<file path="config.mk">
export PLATFORM = sky130hd
export DESIGN_NAME = circular_deque_unit
export DESIGN_NICKNAME = d
export VERILOG_FILES = /design/src/cdq_pkg.sv /design/src/cdq_ram.sv /design/src/circular_deque_unit.sv
export SDC_FILE = /design/constraint.sdc
export NUM_CORES = 2
export LEC_CHECK = 0
export ABC_AREA = 0
export BUFFER_PORTS_ARGS = -buffer_cell sky130_fd_sc_hd__buf_2
export CAP_MARGIN = 20
export CORE_MARGIN = 2
export CORE_UTILIZATION = 35
export DETAILED_ROUTE_END_ITERATION = 6
export PLACE_DENSITY = 0.53
export SLEW_MARGIN = 40
export SYNTH_ARGS = -nofsm -noshare
export SYNTH_HDL_FRONTEND = slang
export SYNTH_SLANG_ARGS = --single-unit
</file>
<file path="constraint.sdc">
create_clock -name clk -period 4.1 [get_ports clk]
set_input_delay 0 -clock clk [delete_from_list [all_inputs] [get_ports clk]]
set_output_delay 0 -clock clk [all_outputs]
set_load 0.02 [all_outputs]
</file>
<file path="src/cdq_pkg.sv">
// Package for the circular deque: sizes, operation and status codes, word types.
// Used by circular_deque_unit; depends on nothing.
package cdq_pkg;

	localparam int DEPTH      = 64;
	localparam int IDX_W      = $clog2(DEPTH);
	localparam int CAP_W      = 7;
	localparam int WORD_W     = 32;
	localparam int CAP_RESET  = 64;
	// capacity reset value, clipped to the ring, minus one
	localparam int CAPM1_RESET = ((CAP_RESET > DEPTH) ? DEPTH : CAP_RESET) - 1;

	// operation codes
	localparam logic [1:0] OP_PUSH_BACK  = 2'd0;
	localparam logic [1:0] OP_PUSH_FRONT = 2'd1;
	localparam logic [1:0] OP_POP_BACK   = 2'd2;
	localparam logic [1:0] OP_POP_FRONT  = 2'd3;

	// status codes
	localparam logic [1:0] STAT_DONE  = 2'd0;
	localparam logic [1:0] STAT_FULL  = 2'd1;
	localparam logic [1:0] STAT_EMPTY = 2'd2;

	typedef struct packed {
		logic [1:0]               kind;
		logic signed [WORD_W-1:0] push_value;
	} req_t;

	typedef struct packed {
		logic [1:0]               status;
		logic signed [WORD_W-1:0] popped_value;
		logic                     is_empty;
		logic signed [WORD_W-1:0] front_value;
		logic signed [WORD_W-1:0] back_value;
	} rsp_t;

endpackage

</file>
<file path="src/cdq_ram.sv">
// Generic single-write, single-read RAM with a registered read port.
// Stand-alone; no package needed.
module cdq_ram #(
	parameter int WIDTH = 32,
	parameter int DEPTH = 64
) (
	input  logic                     clk,
	input  logic                     we,
	input  logic [$clog2(DEPTH)-1:0] waddr,
	input  logic [WIDTH-1:0]         wdata,
	input  logic                     re,
	input  logic [$clog2(DEPTH)-1:0] raddr,
	output logic [WIDTH-1:0]         rdata
);

	logic [WIDTH-1:0] mem_q [DEPTH];

	// write and registered read
	always_ff @(posedge clk) begin
		if (we) begin
			mem_q[waddr] <= wdata;
		end
		if (re) begin
			rdata <= mem_q[raddr];
		end
	end

endmodule

</file>
<file path="src/circular_deque_unit.sv">
// Top level of the circular deque: index control, cached end words and the ring RAM.
// Depends on cdq_pkg and cdq_ram.
//
//  channel   handshake                 payload          direction
//  command   start / busy              req (req_t)      in
//  result    done (one-cycle strobe)   result (rsp_t)   out
//  config    cfg_valid / cfg_ready     cfg_data [6:0]   in
//
// Each word is accepted, then its result is strobed from the response state. That state
// covers the registered read of the ring RAM, which supplies the new end word after a pop.
// Reset empties the queue and sets capacity to 64; the RAM itself is not cleared.
// A capacity write also empties the queue; cfg_ready is low while busy or while start is high.
// The receiver cannot stall; done lasts one cycle.
module circular_deque_unit (
	input  logic                        clk,
	input  logic                        arst_n,
	input  logic                        start,
	output logic                        busy,
	input  cdq_pkg::req_t               req,
	output logic                        done,
	output cdq_pkg::rsp_t               result,
	input  logic                        cfg_valid,
	output logic                        cfg_ready,
	input  logic [cdq_pkg::CAP_W-1:0]   cfg_data
);
	import cdq_pkg::*;

	localparam logic ST_IDLE = 1'b0;
	localparam logic ST_RESP = 1'b1;

	logic              state_q;
	logic [IDX_W-1:0]  head_q, tail_q, capm1_q;
	logic              empty_q;
	logic [WORD_W-1:0] front_q, back_q;

	logic [1:0]        status_s1;
	logic [WORD_W-1:0] popped_s1;
	logic              fix_front_s1, fix_back_s1;

	logic              accept, cfg_wr;
	logic [IDX_W-1:0]  head_inc, head_dec, tail_inc, tail_dec;
	logic              full;

	// next-state values of the accept cycle
	logic [IDX_W-1:0]  head_d, tail_d;
	logic              empty_d;
	logic [WORD_W-1:0] front_d, back_d;
	logic [1:0]        status_d;
	logic [WORD_W-1:0] popped_d;
	logic              fix_front_d, fix_back_d;
	logic              we;
	logic [IDX_W-1:0]  waddr;
	logic              re;
	logic [IDX_W-1:0]  raddr;
	logic [WORD_W-1:0] rdata;
	logic [IDX_W-1:0]  capm1_d;

	assign busy      = (state_q == ST_RESP);
	assign done      = busy;
	// hold off a capacity write while a command is in flight or being offered
	assign cfg_ready = ~busy & ~start;
	assign accept    = start & ~busy;
	assign cfg_wr    = cfg_valid & cfg_ready;

	// ring stepping within the capacity in use
	assign head_inc = (head_q == capm1_q) ? '0 : head_q + 1'b1;
	assign head_dec = (head_q == '0) ? capm1_q : head_q - 1'b1;
	assign tail_inc = (tail_q == capm1_q) ? '0 : tail_q + 1'b1;
	assign tail_dec = (tail_q == '0) ? capm1_q : tail_q - 1'b1;
	assign full     = ~empty_q & (tail_inc == head_q);

	// clip the written capacity to 1..DEPTH, keep it minus one
	always_comb begin
		if (cfg_data == '0) begin
			capm1_d = '0;
		end else if (int'(cfg_data) > DEPTH) begin
			capm1_d = IDX_W'(DEPTH - 1);
		end else begin
			capm1_d = IDX_W'(cfg_data - 1'b1);
		end
	end

	// decide the operation
	always_comb begin
		head_d      = head_q;
		tail_d      = tail_q;
		empty_d     = empty_q;
		front_d     = front_q;
		back_d      = back_q;
		status_d    = STAT_DONE;
		popped_d    = '0;
		fix_front_d = 1'b0;
		fix_back_d  = 1'b0;
		we          = 1'b0;
		waddr       = '0;
		re          = 1'b0;
		raddr       = '0;
		if (req.kind == OP_PUSH_BACK || req.kind == OP_PUSH_FRONT) begin
			if (empty_q) begin
				head_d  = '0;
				tail_d  = '0;
				empty_d = 1'b0;
				front_d = req.push_value;
				back_d  = req.push_value;
				we      = accept;
				waddr   = '0;
			end else if (full) begin
				status_d = STAT_FULL;
			end else if (req.kind == OP_PUSH_BACK) begin
				tail_d = tail_inc;
				back_d = req.push_value;
				we     = accept;
				waddr  = tail_inc;
			end else begin
				head_d  = head_dec;
				front_d = req.push_value;
				we      = accept;
				waddr   = head_dec;
			end
		end else begin
			if (empty_q) begin
				status_d = STAT_EMPTY;
			end else begin
				popped_d = (req.kind == OP_POP_BACK) ? back_q : front_q;
				if (head_q == tail_q) begin
					head_d  = '0;
					tail_d  = '0;
					empty_d = 1'b1;
				end else if (req.kind == OP_POP_BACK) begin
					tail_d     = tail_dec;
					fix_back_d = 1'b1;
					re         = accept;
					raddr      = tail_dec;
				end else begin
					head_d      = head_inc;
					fix_front_d = 1'b1;
					re          = accept;
					raddr       = head_inc;
				end
			end
		end
	end

	cdq_ram #(
		.WIDTH(WORD_W),
		.DEPTH(DEPTH)
	) u_ram (
		.clk  (clk),
		.we   (we),
		.waddr(waddr),
		.wdata(req.push_value),
		.re   (re),
		.raddr(raddr),
		.rdata(rdata)
	);

	// sequencer, indices and capacity
	always_ff @(posedge clk or negedge arst_n) begin
		if (!arst_n) begin
			state_q <= ST_IDLE;
			head_q  <= '0;
			tail_q  <= '0;
			empty_q <= 1'b1;
			capm1_q <= IDX_W'(CAPM1_RESET);
		end else begin
			unique case (state_q)
				ST_IDLE: begin
					if (accept) begin
						state_q <= ST_RESP;
					end
				end
				ST_RESP: begin
					state_q <= ST_IDLE;
				end
				default: begin
					state_q <= ST_IDLE;
				end
			endcase
			// a capacity write empties the queue
			if (cfg_wr) begin
				capm1_q <= capm1_d;
				head_q  <= '0;
				tail_q  <= '0;
				empty_q <= 1'b1;
			end else if (accept) begin
				head_q  <= head_d;
				tail_q  <= tail_d;
				empty_q <= empty_d;
			end
		end
	end

	// hold the cached end words and the pending result
	always_ff @(posedge clk) begin
		if (accept) begin
			front_q      <= front_d;
			back_q       <= back_d;
			status_s1    <= status_d;
			popped_s1    <= popped_d;
			fix_front_s1 <= fix_front_d;
			fix_back_s1  <= fix_back_d;
		end else if (busy) begin
			if (fix_front_s1) begin
				front_q <= rdata;
			end
			if (fix_back_s1) begin
				back_q <= rdata;
			end
		end
	end

	// drive the result word
	always_comb begin
		result.status       = status_s1;
		result.popped_value = popped_s1;
		result.is_empty     = empty_q;
		result.front_value  = empty_q ? '0 : (fix_front_s1 ? rdata : front_q);
		result.back_value   = empty_q ? '0 : (fix_back_s1 ? rdata : back_q);
	end

	a_accept_gives_result: assert property (@(posedge clk) disable iff (!arst_n)
		accept |=> done)
		else $error("accepted word gave no result");

	a_empty_ends_zero: assert property (@(posedge clk) disable iff (!arst_n)
		done && result.is_empty |-> result.front_value == '0 && result.back_value == '0)
		else $error("empty queue shows end words");

	a_refused_pops_zero: assert property (@(posedge clk) disable iff (!arst_n)
		done && result.status != STAT_DONE |-> result.popped_value == '0)
		else $error("refused operation popped a word");

	a_index_in_ring: assert property (@(posedge clk) disable iff (!arst_n)
		!empty_q |-> head_q <= capm1_q && tail_q <= capm1_q)
		else $error("index beyond capacity");

	a_cfg_empties: assert property (@(posedge clk) disable iff (!arst_n)
		cfg_wr |=> empty_q)
		else $error("capacity write left queue occupied");

endmodule

</file>
==> impl_metrics.json <==
{
  "ys_warn_count": 0,
  "syn_inst": 5125,
  "yosysSeqAreaShare_pct": 74.96,
  "syn-cell-area_um2": 88010,
  "endpoint_kind": "flip-flop",
  "synth_nets": 5178,
  "dp.cells": 8847,
  "avgSynthCellArea_um2": 17.17,
  "finalCritPeriodShare_pct": 100.2,
  "rsz0062_at_grt": "yes",
  "period_needed_ns": 4.109,
  "via_per_inst": 5.573,
  "drc_errors": 0,
  "synth_compound_area_share_pct": 3.827,
  "synth_edf_count": 2180,
  "synth_top_flop_cell": "edfxtp_1",
  "timing.rr.start": "head_q[3]",
  "whs_path_depth": 2,
  "clkTransAtPathRegs_ns": 0.06,
  "hpwl_mm": 180.6,
  "vias": 52060,
  "cp_data_arrival_time_ns": 4.74,
  "clkLatencyLatePin_ns": 0.88,
  "skew_ns": 0.03772,
  "violations": "setup timing",
  "cts_tree": "built",
  "status": "finished with violations",
  "fmax_mhz": 243.3,
  "setup_violations": 1,
  "io_buffers": 146,
  "cp.required_ns": 4.73,
  "grt_max_degree": 75,
  "finalMaxSlewViolations": 0,
  "chipHeight_um": 505.5,
  "first_global_vias": 50030,
  "grt_pass1_wl_mm": 399.6,
  "drtIter0Drc": 6949,
  "ff2ff_setup_slack_ns": -0.009,
  "fin_ws_ns": -0.009464,
  "drive_above_1_share_pct": 23.49,
  "setup_tns_ns": -0.009464,
  "synthMuxAreaShare_pct": 11.82,
  "antenna_found_initial": 30,
  "worstHoldStart": "req[3]",
  "synth_top_family_by_area": "multiplexers",
  "core_area_um2": 250700,
  "stdcell_count": 9342,
  "power_density_nw_per_um2": 612.7,
  "rows": 184,
  "min_to": "u_ram.mem_q[54][3]",
  "post_drt_wl_per_cell_um": 30.85,
  "startpoint_type": "flip-flop",
  "synth_adder_area_share_pct": 0.1251,
  "worst_pin_slew_ns": 0.8357,
  "grt_util_all_layers_pct": 22.11,
  "p_leak_nw": 36.13,
  "max-slew-margin-rel_pct": 44.28,
  "cts_root_buffer": "clkbuf_16",
  "pin_count": 147,
  "worstSetupPathType": "flip-flop to flip-flop",
  "initial_core_util_pct": 35.10,
  "vdd_drop_max_mv": 0.4419,
  "ff2ff_path_depth": 14,
  "ys_seq_elements": 2200,
  "routed_wl_mm": 288.2,
  "ys_types": 80,
  "hold_ws_ns": 0.07638,
  "h-tree-depth": 4,
  "cap_violations": 0,
  "die_area_um2": 255500,
  "grt.overflow.total": 0,
  "gp_congestion": 0.8693,
  "synthArstFlopShare_pct": 0.9091,
  "synth_simple_gate_area_share_pct": 6.854,
  "cts_max_path_buffers": 3,
  "cts_buffers": 223,
  "die_w_um": 505.5,
  "crit_fanout": 13,
  "ant_nets": 0,
  "cts.sinks": 2200,
  "final_nets": 5858,
  "final-hold-violation-count": 0,
  "reg2reg_to": "u_ram.rdata[13]",
  "area_delta_synth_final_pct": 19.63,
  "worstHoldPathType": "input pin to flip-flop",
  "synth_xor_area_share_pct": 0.3824,
  "drtPass1Iterations": 6
}
## cell usage in the layout, fill, tap and decap left out, types with 35 or more instances in the layout
| master | n |
|---|---|
| edfxtp_1 | 2180 |
| o21ai_0 | 50 |
| a32oi_1 | 54 |
| clkbuf_16 | 226 |
| buf_4 | 424 |
| a21oi_1 | 137 |
| nand3_1 | 290 |
| clkinv_1 | 52 |
| buf_12 | 116 |
| mux2i_1 | 399 |
| nor2_4 | 64 |
| nor2_1 | 214 |
| clkinv_2 | 35 |
| nand2_1 | 677 |
| mux4_2 | 282 |
| clkbuf_1 | 63 |
| dlygate4sd3_1 | 61 |
| buf_2 | 131 |
## sequential cells by signal, indices dropped and copies added, names as in the netlist, 2 cells and up
name         cells
u_ram.rdata     32
status_s1        2
front_q         32
back_q          32
tail_q           6
popped_s1       32
capm1_q          6
u_ram.mem_q   2048
head_q           6
## critical path, cell delays in order (launching register included)
cell and delay (ns):
dfrtp_2 0.43, xor2_1 0.17, nor4_4 0.40, a211o_2 0.24, inv_4 0.05, a22oi_4 0.24
buf_12 0.18, buf_16 0.19, buf_12 0.19, mux4_2 0.52, a22o_1 0.24, a221oi_1 0.24
buf_4 0.23, nand3_1 0.20, and4_1 0.26
## how the worst max path moves through the flow
stage                          start                  to  slack, ns  cells past startpoint
after floorplan           capm1_q[1]  u_ram.mem_q[23][0]      -0.14                     11
after global placement     tail_q[0]     u_ram.rdata[21]      -0.38                     14
after detailed placement   head_q[3]     u_ram.rdata[22]      -0.26                     14
after CTS                  tail_q[3]     u_ram.rdata[13]     -0.005                     14
after global routing       head_q[3]     u_ram.rdata[13]      -0.04                     14
final                      head_q[3]     u_ram.rdata[13]     -0.009                     14
## cells by family after synthesis
group                    Yosys count
XOR/XNOR                          36
adder cells (fa/ha/maj)            9
AO/OA/AOI/OAI                    484
flip-flops                      2200
buffers and inverters            316
multiplexers                     686
AND/OR/NAND/NOR                 1394
## layer usage
| layer | wire length (um) | GRT usage, % | vias to the layer above | part of all wire (%) |
|---|---|---|---|---|
| li1 | - | - | 21600 | - |
| met1 | 120600 | 31.42 | 27490 | 42 |
| met4 | 8073 | 6.183 | 8 | 2.8 |
| met3 | 25650 | 3.989 | 400 | 8.9 |
| met2 | 133800 | 34.81 | 2561 | 46 |
| met5 | 58 | 0 | - | 0.020 |
## Yosys cell counts, types with 27 or more instances
library cell | number | area, um^2
a221oi_1 | 27 | 236.5
mux4_2 | 282 | 6351
clkbuf_1 | 98 | 367.9
and3_1 | 31 | 193.9
a211oi_1 | 32 | 240.2
nand3_1 | 290 | 1451
buf_2 | 86 | 430.4
a32oi_1 | 55 | 481.7
buf_4 | 36 | 270.3
nand2_1 | 677 | 2541
mux2i_1 | 399 | 3994
edfxtp_1 | 2180 | 65460
buf_1 | 37 | 138.9
nor2_1 | 284 | 1066
a21oi_1 | 140 | 700.7
o21ai_0 | 53 | 265.3
## per-stage QoR
step	setup slack [ns]	util, %	power [W]	cell area (um^2)
floorplan	-0.1437	-	0.03679	88010
global placement	-0.3803	38.78	0.04477	97220
detailed placement	-0.2557	38.82	0.04487	97320
CTS	-0.005232	41.88	0.06461	105000
global route	-0.04404	41.99	0.06678	105300
finish	-0.009464	42.00	0.06451	105300
## cell type report
class,count,area (um^2)
sequential,2200,65970
inverter,20,77.57
clock inverter,121,1051
fill,22290,145400
tap,3348,4189
antenna,4,10.01
timing repair buffer,751,7139
multi-input combinational,2609,20980
clock buffer,289,5869
## power breakdown
group | leakage (nW) | internal, W | switching (W)
Sequential | 19.9 | 0.0254 | 0.000306
Combinational | 12.9 | 0.00766 | 0.0115
Clock | 3.37 | 0.0110 | 0.00864
## repair_timing
item,4_1_cts,5_1_grt
endpoints found under the hold margin,1878,0
cloned,1,2
setup endpoints to repair,9,33
pin swaps,2,4
hold buffers,62,0
resized for setup,6,30
buffers inserted,6,9
Power figures use the tool's default switching activity.
